`src/rtl/rfcf_pkg.sv`:
```
// rfcf_pkg: shared types, constants and frame builder for the command framer
// depends on nothing; imported by rfcf_bit_shifter and rfid_reader_command_framer_unit
package rfcf_pkg;

   // command bits, sent msb first
   localparam logic [3:0] CMD_READ  = 4'h9;
   localparam logic [3:0] CMD_WRITE = 4'h5;

   // request kinds
   localparam logic FUNC_READ  = 1'b0;
   localparam logic FUNC_WRITE = 1'b1;

   // frame lengths in bits, not counting the first stop
   localparam int FRAME_BITS = 56;
   localparam int READ_BITS  = 11;
   localparam int CNT_W      = $clog2(FRAME_BITS + 1);

   // configuration register indexes
   localparam logic [1:0] REG_STOP_OFF = 2'd0;
   localparam logic [1:0] REG_ONE_ON   = 2'd1;
   localparam logic [1:0] REG_ZERO_ON  = 2'd2;
   localparam logic [1:0] REG_ZERO_OFF = 2'd3;

   // register reset values
   localparam logic [7:0] RST_STOP_OFF = 8'd55;
   localparam logic [7:0] RST_ONE_ON   = 8'd32;
   localparam logic [7:0] RST_ZERO_ON  = 8'd18;
   localparam logic [7:0] RST_ZERO_OFF = 8'd14;

   typedef enum logic [1:0] {
      ST_IDLE,
      ST_STOP,
      ST_BITS
   } state_type;

   // sequencer to shifter
   typedef struct packed {
      logic load;
      logic shift;
      logic is_write;
   } shf_ctrl_type;

   // shifter to sequencer
   typedef struct packed {
      logic bit_value;
      logic last;
   } shf_stat_type;

   // whole frame msb first; a read uses only the top READ_BITS bits
   function automatic logic [FRAME_BITS-1:0] build_frame(
      input logic        is_write,
      input logic [3:0]  addr,
      input logic [31:0] word
   );
      logic [3:0] cmd;
      logic [7:0] col;
      cmd = is_write ? CMD_WRITE : CMD_READ;
      col = word[31:24] ^ word[23:16] ^ word[15:8] ^ word[7:0];
      return {cmd, addr, 2'b00, ^addr,
              word[31:24], ^word[31:24],
              word[23:16], ^word[23:16],
              word[15:8],  ^word[15:8],
              word[7:0],   ^word[7:0],
              col, 1'b0};
   endfunction

endpackage

```
`src/rtl/rfid_reader_command_framer_unit.sv`:
```
// A taken request enters the first stop state, then its segment is registered.
// Throughput: one segment per cycle while rsp_stall is low; a read frame is
// 12 segments, a write frame 57, set by the frame shift register.
// A new request is taken the cycle after the last segment is registered.
// Reset is synchronous: sequencer idle, output empty, tick registers at defaults.
module rfid_reader_command_framer_unit (
   input  logic        clock,
   input  logic        reset,
   input  logic        req_valid,
   output logic        req_stall,
   input  logic        req_func,
   input  logic [3:0]  req_word_address,
   input  logic [31:0] req_write_value,
   output logic        rsp_valid,
   input  logic        rsp_stall,
   output logic [7:0]  rsp_on_ticks,
   output logic [7:0]  rsp_off_ticks,
   output logic        rsp_bit_value,
   output logic        rsp_last_segment,
   input  logic        csr_write_en,
   input  logic [1:0]  csr_index,
   input  logic [7:0]  csr_write_data
);
   import rfcf_pkg::*;

   state_type    state_ff, state_in;
   shf_ctrl_type shf_ctrl;
   shf_stat_type shf_stat;

   logic [7:0] stop_off_ff, one_on_ff, zero_on_ff, zero_off_ff;
   logic       rsp_valid_ff, rsp_valid_in;
   logic [7:0] on_ticks_ff, off_ticks_ff;
   logic       bit_value_ff, last_ff;

   logic accept;
   logic out_free;
   logic emit;
   logic emit_stop;

   // tick registers
   always_ff @(posedge clock) begin
      if (reset) begin
         stop_off_ff <= RST_STOP_OFF;
         one_on_ff   <= RST_ONE_ON;
         zero_on_ff  <= RST_ZERO_ON;
         zero_off_ff <= RST_ZERO_OFF;
      end else if (csr_write_en) begin
         unique case (csr_index)
            REG_STOP_OFF: stop_off_ff <= csr_write_data;
            REG_ONE_ON:   one_on_ff   <= csr_write_data;
            REG_ZERO_ON:  zero_on_ff  <= csr_write_data;
            REG_ZERO_OFF: zero_off_ff <= csr_write_data;
            default:      ;
         endcase
      end
   end

   assign out_free  = !rsp_valid_ff || !rsp_stall;
   assign req_stall = (state_ff != ST_IDLE);
   assign accept    = req_valid && !req_stall;

   // next state
   always_comb begin
      state_in = state_ff;
      unique case (state_ff)
         ST_IDLE: if (accept)   state_in = ST_STOP;
         ST_STOP: if (out_free) state_in = ST_BITS;
         ST_BITS: if (out_free && shf_stat.last) state_in = ST_IDLE;
         default: state_in = ST_IDLE;
      endcase
   end

   // sequencer outputs
   always_comb begin
      emit              = 1'b0;
      emit_stop         = 1'b0;
      shf_ctrl.load     = 1'b0;
      shf_ctrl.shift    = 1'b0;
      shf_ctrl.is_write = (req_func == FUNC_WRITE);
      unique case (state_ff)
         ST_IDLE: shf_ctrl.load = accept;
         ST_STOP: begin
            emit      = out_free;
            emit_stop = out_free;
         end
         ST_BITS: begin
            emit           = out_free;
            shf_ctrl.shift = out_free;
         end
         default: ;
      endcase
   end

   always_ff @(posedge clock) begin
      if (reset) begin
         state_ff <= ST_IDLE;
      end else begin
         state_ff <= state_in;
      end
   end

   rfcf_bit_shifter u_shifter (
      .clock        (clock),
      .reset        (reset),
      .ctrl         (shf_ctrl),
      .word_address (req_word_address),
      .write_value  (req_write_value),
      .stat         (shf_stat)
   );

   // output register: valid holds while stalled
   assign rsp_valid_in = emit | (rsp_valid_ff & rsp_stall);

   always_ff @(posedge clock) begin
      if (reset) begin
         rsp_valid_ff <= 1'b0;
      end else begin
         rsp_valid_ff <= rsp_valid_in;
      end
   end

   // segment payload
   always_ff @(posedge clock) begin
      if (emit) begin
         if (emit_stop) begin
            on_ticks_ff  <= 8'd0;
            off_ticks_ff <= stop_off_ff;
            bit_value_ff <= 1'b0;
            last_ff      <= 1'b0;
         end else begin
            on_ticks_ff  <= shf_stat.bit_value ? one_on_ff : zero_on_ff;
            off_ticks_ff <= shf_stat.bit_value ? 8'd0 : zero_off_ff;
            bit_value_ff <= shf_stat.bit_value;
            last_ff      <= shf_stat.last;
         end
      end
   end

   assign rsp_valid        = rsp_valid_ff;
   assign rsp_on_ticks     = on_ticks_ff;
   assign rsp_off_ticks    = off_ticks_ff;
   assign rsp_bit_value    = bit_value_ff;
   assign rsp_last_segment = last_ff;

   // a taken request always opens with the first stop
   a_accept_to_stop: assert property (@(posedge clock) disable iff (reset)
      accept |=> (state_ff == ST_STOP))
      else $error("request accepted without entering first stop");

   // the first stop segment never closes a frame
   a_stop_not_last: assert property (@(posedge clock) disable iff (reset)
      emit_stop |=> (rsp_valid && !rsp_last_segment && rsp_on_ticks == 8'd0))
      else $error("first stop segment malformed");

   // emitting the final bit returns the sequencer to idle
   a_last_to_idle: assert property (@(posedge clock) disable iff (reset)
      (state_ff == ST_BITS && emit && shf_stat.last) |=> (state_ff == ST_IDLE))
      else $error("sequencer did not go idle after final segment");

   // no segment is pushed while idle
   a_idle_no_emit: assert property (@(posedge clock) disable iff (reset)
      (state_ff == ST_IDLE) |-> !emit)
      else $error("segment emitted while idle");

endmodule

```
`src/rtl/rfcf_bit_shifter.sv`:
```
// rfcf_bit_shifter: frame shift register and bit counter, one bit per shift
// depends on rfcf_pkg
module rfcf_bit_shifter (
   input  logic                 clock,
   input  logic                 reset,
   input  rfcf_pkg::shf_ctrl_type ctrl,
   input  logic [3:0]           word_address,
   input  logic [31:0]          write_value,
   output rfcf_pkg::shf_stat_type stat
);
   import rfcf_pkg::*;

   logic [FRAME_BITS-1:0] frame_ff, frame_in;
   logic [CNT_W-1:0]      count_ff, count_in;

   // load a fresh frame or shift out the msb
   always_comb begin
      frame_in = frame_ff;
      count_in = count_ff;
      if (ctrl.load) begin
         frame_in = build_frame(ctrl.is_write, word_address, write_value);
         count_in = ctrl.is_write ? CNT_W'(FRAME_BITS) : CNT_W'(READ_BITS);
      end else if (ctrl.shift) begin
         frame_in = {frame_ff[FRAME_BITS-2:0], 1'b0};
         count_in = count_ff - CNT_W'(1);
      end
   end

   // frame bits carry no reset
   always_ff @(posedge clock) begin
      frame_ff <= frame_in;
   end

   always_ff @(posedge clock) begin
      if (reset) begin
         count_ff <= '0;
      end else begin
         count_ff <= count_in;
      end
   end

   assign stat.bit_value = frame_ff[FRAME_BITS-1];
   assign stat.last      = (count_ff == CNT_W'(1));

endmodule
```
`config.mk`:
```
export PLATFORM = sky130hd
export DESIGN_NAME = rfid_reader_command_framer_unit
export DESIGN_NICKNAME = d
export VERILOG_FILES = /design/src/rtl/rfcf_pkg.sv /design/src/rtl/rfid_reader_command_framer_unit.sv /design/src/rtl/rfcf_bit_shifter.sv
export SDC_FILE = /design/constraint.sdc
export NUM_CORES = 1
export LEC_CHECK = 0
export ABC_AREA = 1
export BUFFER_PORTS_ARGS = -buffer_cell sky130_fd_sc_hd__buf_2
export CAP_MARGIN = 0
export CORE_AREA = 2 2 107 129
export CTS_BUF_LIST = sky130_fd_sc_hd__clkbuf_8 sky130_fd_sc_hd__clkbuf_16
export DETAILED_ROUTE_END_ITERATION = 10
export DIE_AREA = 0 0 109 131
export PLACE_DENSITY_LB_ADDON = 0.25
export SLEW_MARGIN = 30
export SYNTH_ARGS = -nofsm -noshare
export SYNTH_HDL_FRONTEND = slang
export SYNTH_SLANG_ARGS = --single-unit
```
`constraint.sdc`:
```
create_clock -name clock -period 2.7 [get_ports clock]
set_input_delay 0.54 -clock clock [delete_from_list [all_inputs] [get_ports clock]]
set_output_delay 0.54 -clock clock [all_outputs]
set_load 0.1 [all_outputs]
```
==> results of run 1 <==
## kinds of logic after synthesis
logic type / synth area share
flops: 0.520
fa+ha+maj: 0.0152
xor+xnor: 0.0350
simple gates: 0.254
buf+inv: 0.0856
compound gates: 0.0906
## flip-flops by register name, indices dropped and copies added, names as in the netlist, 2 cells and up
signal              cells
one_on_ff               8
state_ff                2
u_shifter.count_ff      6
rsp_off_ticks           8
stop_off_ff             8
rsp_on_ticks            8
u_shifter.frame_ff     55
zero_off_ff             8
zero_on_ff              8
## area by class of cell
type                            count  area (µm²)  area share
Clock buffer                       18         439      0.0644
Multi-Input combinational cell    478        2270       0.333
Tap cell                          168         210      0.0308
Inverter                           94         353      0.0517
Timing Repair Buffer               78         433      0.0635
Clock inverter                     14         124      0.0182
Sequential cell                   114        2990       0.439
## synth_stat cells, types with 2 or more instances
cell type  instances  share of area
o21ai_0           70          0.061
nor2_4             2         0.0039
a21oi_1           17          0.015
o21ai_1            5         0.0043
nand3_1           69          0.060
xor2_1            15          0.023
edfxtp_1          71           0.37
or2_2              8         0.0087
xnor2_1            8          0.012
nand2_1          202           0.13
ha_1               7          0.015
dfxtp_1           43           0.15
nor2_1            57          0.037
nor2_2             3         0.0033
buf_2             13          0.011
inv_2              5         0.0033
nand2_2            3         0.0033
buf_6              2         0.0039
o31ai_1            5         0.0065
buf_4              3         0.0039
clkbuf_1           8         0.0052
inv_1             88          0.057
## per-layer routing
layer	global-route usage	vias up	part of all wire
li1	-	2432	-
met1	0.218	2227	0.43
met2	0.318	102	0.50
met3	0.0327	21	0.038
met4	0.0837	0	0.024
met5	0	-	0
## final timing paths
check / start / to / slack, ps / depth (start not counted)
worst min-delay path: reset / u_shifter.count_ff[1]$_SDFFE_PP0P_ / 360 / 2
worst max-delay path: state_ff[0]$_SDFFE_PP0P_ / req_stall / 560 / 4
worst max register to register: state_ff[0]$_SDFFE_PP0P_ / u_shifter.count_ff[0]$_SDFFE_PP0P_ / 640 / 8
worst min register to register: zero_on_ff[3]$_SDFFE_PP0P_ / zero_on_ff[3]$_SDFFE_PP0P_ / 450 / 2
## metrics by stage
stage | total power [mW] | setup WS, ps | utilization | cell area, µm²
3_5_place_dp | 6.27 | 666 | 0.479 | 6260
6_report | 8.34 | 561 | 0.522 | 6820
2_1_floorplan | 5.57 | 510 | - | 5760
5_1_grt | 8.80 | 486 | 0.522 | 6820
4_1_cts | 8.40 | 544 | 0.522 | 6820
3_3_place_gp | 6.19 | 738 | 0.479 | 6260
## where the power goes
part	switching [mW]	internal (mW)
clock	0.757	1.36
sequential	0.234	2.77
combinational	2.55	0.670
==> qor.csv, run 1 <==
stage;metric;value;unit
run_status;outcome;finished, final reports clean;
drt;antenna-violating nets left;0;
setup_path;CP Capture Type;output port;
yosys;Post-Syn Area;5760;µm²
layout;commonest cells after routing, fill and taps aside;202 x nand2_1, 90 x inv_1, 71 x buf_2, 71 x edfxtp_1, 70 x o21ai_0;
power;worst IR drop on VDD;763;µV
floorplan;row cnt;46;
setup_path;kind of critical path;register to output port;
global_routing;initial antenna violation count;0;
sta;Pins Over Slew Limit;0;
layout;layout net count;842;
sta;Final Hold Fails;0;
place;gpl congestion;0.800;
sta;Slew headroom;0.557;
global_routing;first-pass GRT wire length;20300;µm
yosys;FFs w/ async S/R, synth;0;
drt;DRT iter0 DRCs;318;
place;Inst Count DP;932;
setup_path;WP data arrival;1600;ps
setup_path;slowest stage delay, CP;420;ps
global_routing;largest net degree at the start of global routing;54;
drt;DRC;0;
global_routing;global route overflow;0;
yosys;sequential share of the synthesized area;0.520;
yosys;Synth cell types;30;
floorplan;CORE AREA;13100;µm²
setup_path;Worst path top cell family by delay;buffers and inverters;
floorplan;area of the die;14300;µm²
sta;# setup viols final;0;
place;Post-DP HPWL;8710;µm
setup_path;CP bufs+invs;3;
yosys;flops & latches, synth;114;
layout;commonest non-fill, non-tap cell in the layout;nand2_1;
clock_network;Clock Sinks;114;
layout;number of diodes;0;
drt;WL/cell;12.8;µm
global_routing;vias in the first global route;4502;
sta;Period minus WS final;2140;ps
clock_network;CTS tree;done;
clock_network;root buffer cell;clkbuf_16;
sta;Final Hold Slack;361;ps
clock_network;Clock Tree Buf Depth;2;
clock_network;Hold-fix buffers, CTS;0;
clock_network;Num CTS Buffers;17;
floorplan;Ports;72;
sta;FMAX;468;MHz
yosys;Post-Syn Instances;712;
setup_path;startpoint types;register;
floorplan;die span in x;109;µm
setup_path;Slowest-stage cell, CP;buf_2;
sta;Tcrit/Tclk final;0.792;
layout;number of fill cells in the layout;1231;
drt;DRT Pass-1 Iters;4;
power;Leakage;3.20;nW
sta;Total Neg Setup Slack;0;ps
floorplan;Initial Util;0.441;
clock_network;htree depth;4;
floorplan;Die Y;131;µm
yosys;Mapped Nets;771;
sta;Max Clock Skew;11.8;ps
yosys;Syn Area/Cell;8.09;µm²
sta;RSZ-0062 raised after global routing;no;
setup_path;crit-path most repeated cell;inv_1;
drt;WL final;12400;µm
clock_network;CTS resizes;0;
place;input/output buffers;71;
clock_network;Setup Buffers After CTS;0;
setup_path;CP max FO;4;
drt;via count;4782;
sta;Slew @ Worst Pin;664;ps
clock_network;clk_lat worst skew;410;ps
yosys;Main synth FF type;edfxtp_1;
yosys;Yosys Warn Count;0;
drt;Vias/cell;4.96;
power;Cell Pwr Density;1220;nW/µm²
setup_path;worst-path cell chain;inv_1 > ha_1 > inv_1 > buf_2;
clock_network;CTS clk-pin slew, worst paths;50;ps
global_routing;GRT Overall Usage;0.182;
min_path;Hold/Removal Path Class;input pin to register;
layout;layout cells sized above 1;0.165;
yosys;number of synthesized flops with an enable pin;71;
flow_run;Max Cap Violations;0;
setup_path;CP required;2160;ps
layout;Area growth, synth to finish;18.5;%
layout;fin cells;964;
Power figures use the tool's default switching activity.
==> inputs of run 2 (changes only) <==
==> constraint.sdc (replaced) <==
create_clock -name clock -period 1.95 [get_ports clock]
set_input_delay 0.39 -clock clock [delete_from_list [all_inputs] [get_ports clock]]
set_output_delay 0.39 -clock clock [all_outputs]
set_load 0.1 [all_outputs]
==> qor.csv, run 2 (synthesis gave the netlist of run 1 again) <==
stage;metric;value;unit;change
sta;# setup viols final;0;;unchanged
setup_path;CP bufs+invs;3;;unchanged
sta;Tcrit/Tclk final;0.939;;
min_path;Hold/Removal Path Class;input pin to register;;unchanged
sta;Pins Over Slew Limit;0;;unchanged
layout;layout cells sized above 1;0.171;;was 0.165
place;Post-DP HPWL;9230;µm;was 8710 µm
drt;DRT iter0 DRCs;334;;was 318
sta;Slew @ Worst Pin;486;ps;was 664 ps
power;worst IR drop on VDD;1170;µV;was 763 µV
sta;Total Neg Setup Slack;0;ps;unchanged
floorplan;row cnt;46;;unchanged
global_routing;GR Layer Usage met2;0.338;;was 0.318
layout;Area growth, synth to finish;19.6;%;was 18.5%
setup_path;Worst path top cell family by delay;buffers and inverters;;unchanged
sta;Final Hold Slack;230;ps;was 361 ps
setup_path;slowest stage delay, CP;350;ps;was 420 ps
global_routing;met3 usage;0.0441;;was 0.0327
run_status;outcome;finished, final reports clean;;unchanged
layout;number of diodes;0;;unchanged
sta;FMAX;546;MHz;
flow_run;Max Cap Violations;0;;unchanged
sta;Max Clock Skew;8.03;ps;was 11.8 ps
setup_path;Slowest-stage cell, CP;dfxtp_1;;was buf_2
clock_network;Setup Buffers After CTS;0;;unchanged
floorplan;die span in x;109;µm;unchanged
floorplan;Ports;72;;unchanged
setup_path;startpoint types;register;;unchanged
setup_path;WP data arrival;1440;ps;was 1600 ps
place;gpl congestion;0.802;;was 0.800
layout;commonest non-fill, non-tap cell in the layout;nand2_1;;unchanged
setup_path;CP max FO;4;;unchanged
setup_path;crit-path most repeated cell;inv_1;;unchanged
layout;layout net count;846;;was 842
global_routing;met1 usage in global routing;0.225;;was 0.218
layout;final instance area;6890;µm²;was 6820 µm²
floorplan;Initial Util;0.441;;unchanged
global_routing;global route overflow;0;;unchanged
layout;multi-input logic area;2270;µm²;unchanged
floorplan;area of the die;14300;µm²;unchanged
floorplan;Die Y;131;µm;unchanged
place;input/output buffers;71;;unchanged
clock_network;root buffer cell;clkbuf_16;;unchanged
drt;WL/cell;13.4;µm;was 12.8 µm
setup_path;worst-path cell chain;inv_1 > ha_1 > inv_1 > buf_6;;was inv_1 > ha_1 > inv_1 > buf_2
global_routing;global routing's busiest layer;met2;;unchanged
setup_path;CP required;1560;ps;was 2160 ps
place;Post-DP Area;6300;µm²;was 6260 µm²
layout;max reg flops;55;;unchanged
drt;via count;4738;;was 4782
sta;RSZ-0062 raised after global routing;no;;unchanged
clock_network;clk_lat worst skew;410;ps;about the same
sta;Period minus WS final;1830;ps;
layout;Top reg by flops;u_shifter.frame_ff;;unchanged
layout;fin cells;968;;was 964
clock_network;Num CTS Buffers;17;;unchanged
layout;number of fill cells in the layout;1227;;was 1231
drt;DRC;0;;unchanged
layout;FF/Latch Area;2990;µm²;about the same
global_routing;first-pass GRT wire length;21200;µm;was 20300 µm
clock_network;CTS clk-pin slew, worst paths;50;ps;about the same
setup_path;kind of critical path;register to output port;;unchanged
setup_path;CP Capture Type;output port;;unchanged
place;Inst Count DP;936;;was 932
drt;WL final;12900;µm;was 12400 µm
drt;antenna-violating nets left;0;;unchanged
global_routing;largest net degree at the start of global routing;79;;was 54
global_routing;vias in the first global route;4685;;was 4502
clock_network;CTS tree;done;;unchanged
global_routing;initial antenna violation count;0;;unchanged
global_routing;GRT Overall Usage;0.192;;was 0.182
floorplan;CORE AREA;13100;µm²;unchanged
clock_network;htree depth;4;;unchanged
clock_network;Clock Tree Buf Depth;2;;unchanged
power;Leakage;3.24;nW;was 3.20 nW
layout;commonest cells after routing, fill and taps aside;202 x nand2_1, 90 x inv_1, 71 x edfxtp_1, 70 x o21ai_0, 70 x buf_2;;was 202 x nand2_1, 90 x inv_1, 71 x buf_2, 71 x edfxtp_1, 70 x o21ai_0
drt;Vias/cell;4.89;;was 4.96
power;Cell Pwr Density;1700;nW/µm²;was 1220 nW/µm²
clock_network;Clock Sinks;114;;unchanged
sta;Final Hold Fails;0;;unchanged
sta;Slew headroom;0.678;;was 0.557
drt;DRT Pass-1 Iters;7;;was 4
[run 2: changes by cell type in the layout (fill, tap and decap cells not counted), sizes merged]
cell and delta:
clkinvlp -1, clkbuf +2, bufinv -1, buf +4
[run 2: cell type report]
type	count	area share
clock inverters	12	0.0127
multi-input cells	478	0.330
inverters	94	0.0512
flip-flops and latches	114	0.435
well taps	168	0.0305
repair buffers	82	0.0699
clock buffers	20	0.0710
[run 2: path summary, 6_finish.rpt]
kind	startpoint	endpoint	slack [ps]	cells past startpoint
max reg2reg	state_ff[0]$_SDFFE_PP0P_	u_shifter.frame_ff[14]$_DFFE_PP_	180	6
min	reset	rsp_valid$_SDFF_PP0_	230	2
min reg2reg	zero_on_ff[0]$_SDFFE_PP0P_	zero_on_ff[0]$_SDFFE_PP0P_	450	2
max	state_ff[0]$_SDFFE_PP0P_	req_stall	120	4
[run 2: what timing repair did]
item | CTS | global route
resized for setup | 1 | 1
hold buffers | 0 | 0
pin swaps | 0 | 0
endpoints found under the setup margin | 1 | 1
gates cloned | 0 | 0
[run 2: metrics by stage]
stage                     power, mW  utilization  worst slack [ps]
after floorplan                7.71            -              36.7
after global placement         8.63        0.482               267
after detailed placement       8.77        0.482               196
after CTS                      11.8        0.527              49.7
after global routing           12.4        0.527              42.5
final                          11.7        0.527               119
[run 2: per-layer routing]
layer  wire length [µm]  share of wire
met1               5530           0.43
met2               6450           0.50
met3                681          0.053
met4                265          0.020
met5                  0              0
[run 2: power by group]
group          leakage (nW)  switching [mW]  internal (mW)
registers              1.06           0.289           3.84
clock network         0.294            1.05           1.91
logic                  1.89            3.58           1.02
total                  3.24            4.92           6.77
[run 2: worst reg2reg max path, stage by stage (launching register included)]
cell and delay (ps):
dfxtp_1 350, inv_1 100, ha_1 240, nand2_2 270, buf_12 320, nand3_1 190, o21ai_0 130
==> inputs of run 3 (changes only) <==
--- a/config.mk
+++ b/config.mk
@@ -5,13 +5,12 @@
 export SDC_FILE = /design/constraint.sdc
 export NUM_CORES = 1
 export LEC_CHECK = 0
-export ABC_AREA = 1
 export BUFFER_PORTS_ARGS = -buffer_cell sky130_fd_sc_hd__buf_2
 export CAP_MARGIN = 0
-export CORE_AREA = 2 2 107 129
+export CORE_AREA = 2 2 101 123
 export CTS_BUF_LIST = sky130_fd_sc_hd__clkbuf_8 sky130_fd_sc_hd__clkbuf_16
 export DETAILED_ROUTE_END_ITERATION = 10
-export DIE_AREA = 0 0 109 131
+export DIE_AREA = 0 0 103 125
 export PLACE_DENSITY_LB_ADDON = 0.25
 export SLEW_MARGIN = 30
 export SYNTH_ARGS = -nofsm -noshare
==> qor.csv, run 3 <==
stage;metric;value;unit;change
drt;via count;3621;;was 4738
sta;Pins Over Slew Limit;0;;unchanged
sta;RSZ-0062 raised after global routing;no;;unchanged
global_routing;largest net degree at the start of global routing;44;;was 79
layout;layout cells sized above 1;0.221;;was 0.171
drt;DRT Pass-1 Iters;5;;was 7
setup_path;WP data arrival;1450;ps;was 1440 ps
global_routing;GR Layer Usage met2;0.281;;was 0.338
place;input/output buffers;71;;unchanged
clock_network;Clock Tree Buf Depth;2;;unchanged
sta;FMAX;543;MHz;was 546 MHz
floorplan;Ports;72;;unchanged
setup_path;worst-path cell chain;inv_1 > ha_1 > inv_1 > buf_12;;was inv_1 > ha_1 > inv_1 > buf_6
yosys;XOR/XNOR Fraction of Synth Area;0.0981;;was 0.0350
yosys;post-synth top area share;0.412;;was 0.370
yosys;count leader, synth;edfxtp_1;;was nand2_1
yosys;Yosys Warn Count;0;;unchanged
yosys;flops & latches, synth;114;;unchanged
yosys;Main synth FF type;edfxtp_1;;unchanged
drt;WL final;10400;µm;was 12900 µm
sta;Final Hold Fails;0;;unchanged
layout;commonest non-fill, non-tap cell in the layout;edfxtp_1;;was nand2_1
clock_network;Clock Sinks;114;;unchanged
yosys;Mapped Nets;513;;was 771
flow_run;Max Cap Violations;0;;unchanged
setup_path;Worst path top cell family by delay;buffers and inverters;;unchanged
drt;WL/cell;14.8;µm;was 13.4 µm
global_routing;global routing's busiest layer;met2;;unchanged
global_routing;global route overflow;0;;unchanged
setup_path;CP bufs+invs;3;;unchanged
setup_path;crit-path most repeated cell;inv_1;;unchanged
setup_path;CP required;1560;ps;about the same
layout;Area growth, synth to finish;24.3;%;was 19.6%
floorplan;die span in x;103;µm;was 109 µm
sta;Max Clock Skew;7.69;ps;was 8.03 ps
power;worst IR drop on VDD;785;µV;was 1170 µV
place;Post-Place Worst Slack;186;ps;was 196 ps
place;Post-DP HPWL;6990;µm;was 9230 µm
global_routing;GRT Overall Usage;0.173;;was 0.192
power;Cell Pwr Density;1630;nW/µm²;was 1700 nW/µm²
clock_network;CTS clk-pin slew, worst paths;50;ps;about the same
yosys;Synth cell types;41;;was 30
layout;commonest cells after routing, fill and taps aside;71 x edfxtp_1, 70 x buf_2, 64 x nand2_1, 49 x xnor2_1, 42 x dfxtp_1;;was 202 x nand2_1, 90 x inv_1, 71 x edfxtp_1, 70 x o21ai_0, 70 x buf_2
place;gpl congestion;0.798;;was 0.802
sta;Slew @ Worst Pin;719;ps;was 486 ps
global_routing;met3 usage;0.0503;;was 0.0441
yosys;post-synthesis simple-gate area fraction;0.118;;was 0.254
yosys;Adder-Cell Fraction of Synth Area;0.0169;;was 0.0152
power;overall power;10.5;mW;was 11.7 mW
floorplan;Initial Util;0.439;;was 0.441
yosys;Compound-Gate Fraction of Synth Area;0.129;;was 0.0906
clock_network;Num CTS Buffers;17;;unchanged
yosys;sequential share of the synthesized area;0.578;;was 0.520
drt;DRC;0;;unchanged
sta;Tcrit/Tclk final;0.945;;was 0.939
floorplan;area of the die;12900;µm²;was 14300 µm²
global_routing;vias in the first global route;3499;;was 4685
setup_path;startpoint types;register;;unchanged
layout;number of diodes;0;;unchanged
drt;DRT iter0 DRCs;156;;was 334
yosys;top cells by count, synth;71 x edfxtp_1, 65 x nand2_1, 49 x xnor2_1, 43 x dfxtp_1, 37 x a22o_1;;was 202 x nand2_1, 88 x inv_1, 71 x edfxtp_1, 70 x o21ai_0, 69 x nand3_1
layout;Top reg by flops;u_shifter.frame_ff;;unchanged
yosys;largest cells by area after synthesis;edfxtp_1 41%, dfxtp_1 17%, xnor2_1 8.3%;;was edfxtp_1 37%, dfxtp_1 15%, nand2_1 13%
global_routing;met1 usage in global routing;0.217;;was 0.225
yosys;Post-Syn Area;5180;µm²;was 5760 µm²
setup_path;kind of critical path;register to output port;;unchanged
floorplan;Die Y;125;µm;was 131 µm
yosys;FFs w/ async S/R, synth;0;;unchanged
floorplan;row cnt;44;;was 46
yosys;mux contribution to synthesized area;0.0348;;was 0
clock_network;root buffer cell;clkbuf_16;;unchanged
yosys;number of synthesized flops with an enable pin;71;;unchanged
clock_network;clk_lat worst skew;410;ps;about the same
layout;max reg flops;55;;unchanged
drt;antenna-violating nets left;0;;unchanged
layout;layout net count;588;;was 846
min_path;Hold/Removal Path Class;input pin to register;;unchanged
yosys;largest area contributor in the netlist;edfxtp_1;;unchanged
global_routing;first-pass GRT wire length;17100;µm;was 21200 µm
sta;Slew headroom;0.521;;was 0.678
setup_path;Slowest-stage cell, CP;dfxtp_1;;unchanged
floorplan;CORE AREA;11800;µm²;was 13100 µm²
setup_path;CP max FO;4;;unchanged
yosys;Syn Area/Cell;11.4;µm²;was 8.09 µm²
yosys;Post-Syn Instances;454;;was 712
setup_path;slowest stage delay, CP;370;ps;was 350 ps
clock_network;Hold-fix buffers, CTS;0;;unchanged
clock_network;Setup Buffers After CTS;0;;unchanged
sta;# setup viols final;0;;unchanged
sta;Total Neg Setup Slack;0;ps;unchanged
clock_network;htree depth;4;;unchanged
power;Leakage;2.50;nW;was 3.24 nW
setup_path;CP Capture Type;output port;;unchanged
sta;setup ws final;107;ps;was 119 ps
clock_network;CTS tree;done;;unchanged
global_routing;initial antenna violation count;0;;unchanged
drt;Vias/cell;5.15;;was 4.89
sta;Period minus WS final;1840;ps;was 1830 ps
yosys;largest family of logic cells by synthesized area;compound AO/OA/AOI/OAI gates;;was simple AND/OR/NAND/NOR gates
run_status;outcome;finished, final reports clean;;unchanged
## run 3: cell count changes in the layout (fill, tap and decap cells not counted), moves of 37 or more
cell / before / now
a22o_1: 0 / 37
xnor2_1: 8 / 49
o21ai_0: 70 / 19
inv_1: 90 / 8
nand3_1: 69 / 3
nand2_1: 202 / 64
## run 3: area by class of cell
class / count / area (µm²)
timing repair buffer: 81 / 508
sequential: 114 / 2990
multi-input combinational: 309 / 2070
tap: 161 / 201
clock inverter: 12 / 161
clock buffer: 20 / 478
fill: 1066 / 5350
inverter: 6 / 22.5
## run 3: path summary, 6_finish.rpt
check | cells past startpoint | to | start | slack (ps)
setup / recovery | 4 | req_stall | state_ff[0]$_SDFFE_PP0P_ | 110
hold / removal | 2 | u_shifter.count_ff[0]$_SDFFE_PP0P_ | req_func | 210
setup reg to reg | 7 | u_shifter.frame_ff[4]$_DFFE_PP_ | state_ff[0]$_SDFFE_PP0P_ | 160
hold reg to reg | 2 | zero_on_ff[0]$_SDFFE_PP0P_ | zero_on_ff[0]$_SDFFE_PP0P_ | 450
## run 3: what timing repair did
action,CTS,global route
setup endpoints to repair,1,1
gates resized for setup,1,3
pin swaps,0,0
## run 3: layer usage
layer  wire [µm]  up-vias
li1            -     1759
met1        4470     1754
met2        5230       92
met3         540       16
met4         145        0
met5           0        -
## run 3: cell families after synthesis
group	Yosys count
DFF	114
adders and majority gates	7
and+or+nand+nor	132
AOI/OAI and AO/OA	94
xor gates and xnor gates	58
buffers and inverters	31
muxes	18
## run 3: where the power goes
| group | switching [mW] | internal (mW) |
|---|---|---|
| combinational | 2.49 | 0.908 |
| sequential | 0.288 | 3.51 |
| clock | 1.04 | 2.26 |
## run 3: metrics by stage
stage / hold slack (ps) / cell area (µm²) / util / cells
after global placement: 444 / 5780 / 0.491 / 671
after global routing: 216 / 6440 / 0.546 / 703
after CTS: 206 / 6420 / 0.545 / 703
after floorplan: 432 / 5180 / - / 454
final: 213 / 6440 / 0.546 / 703
after detailed placement: 447 / 5780 / 0.491 / 671
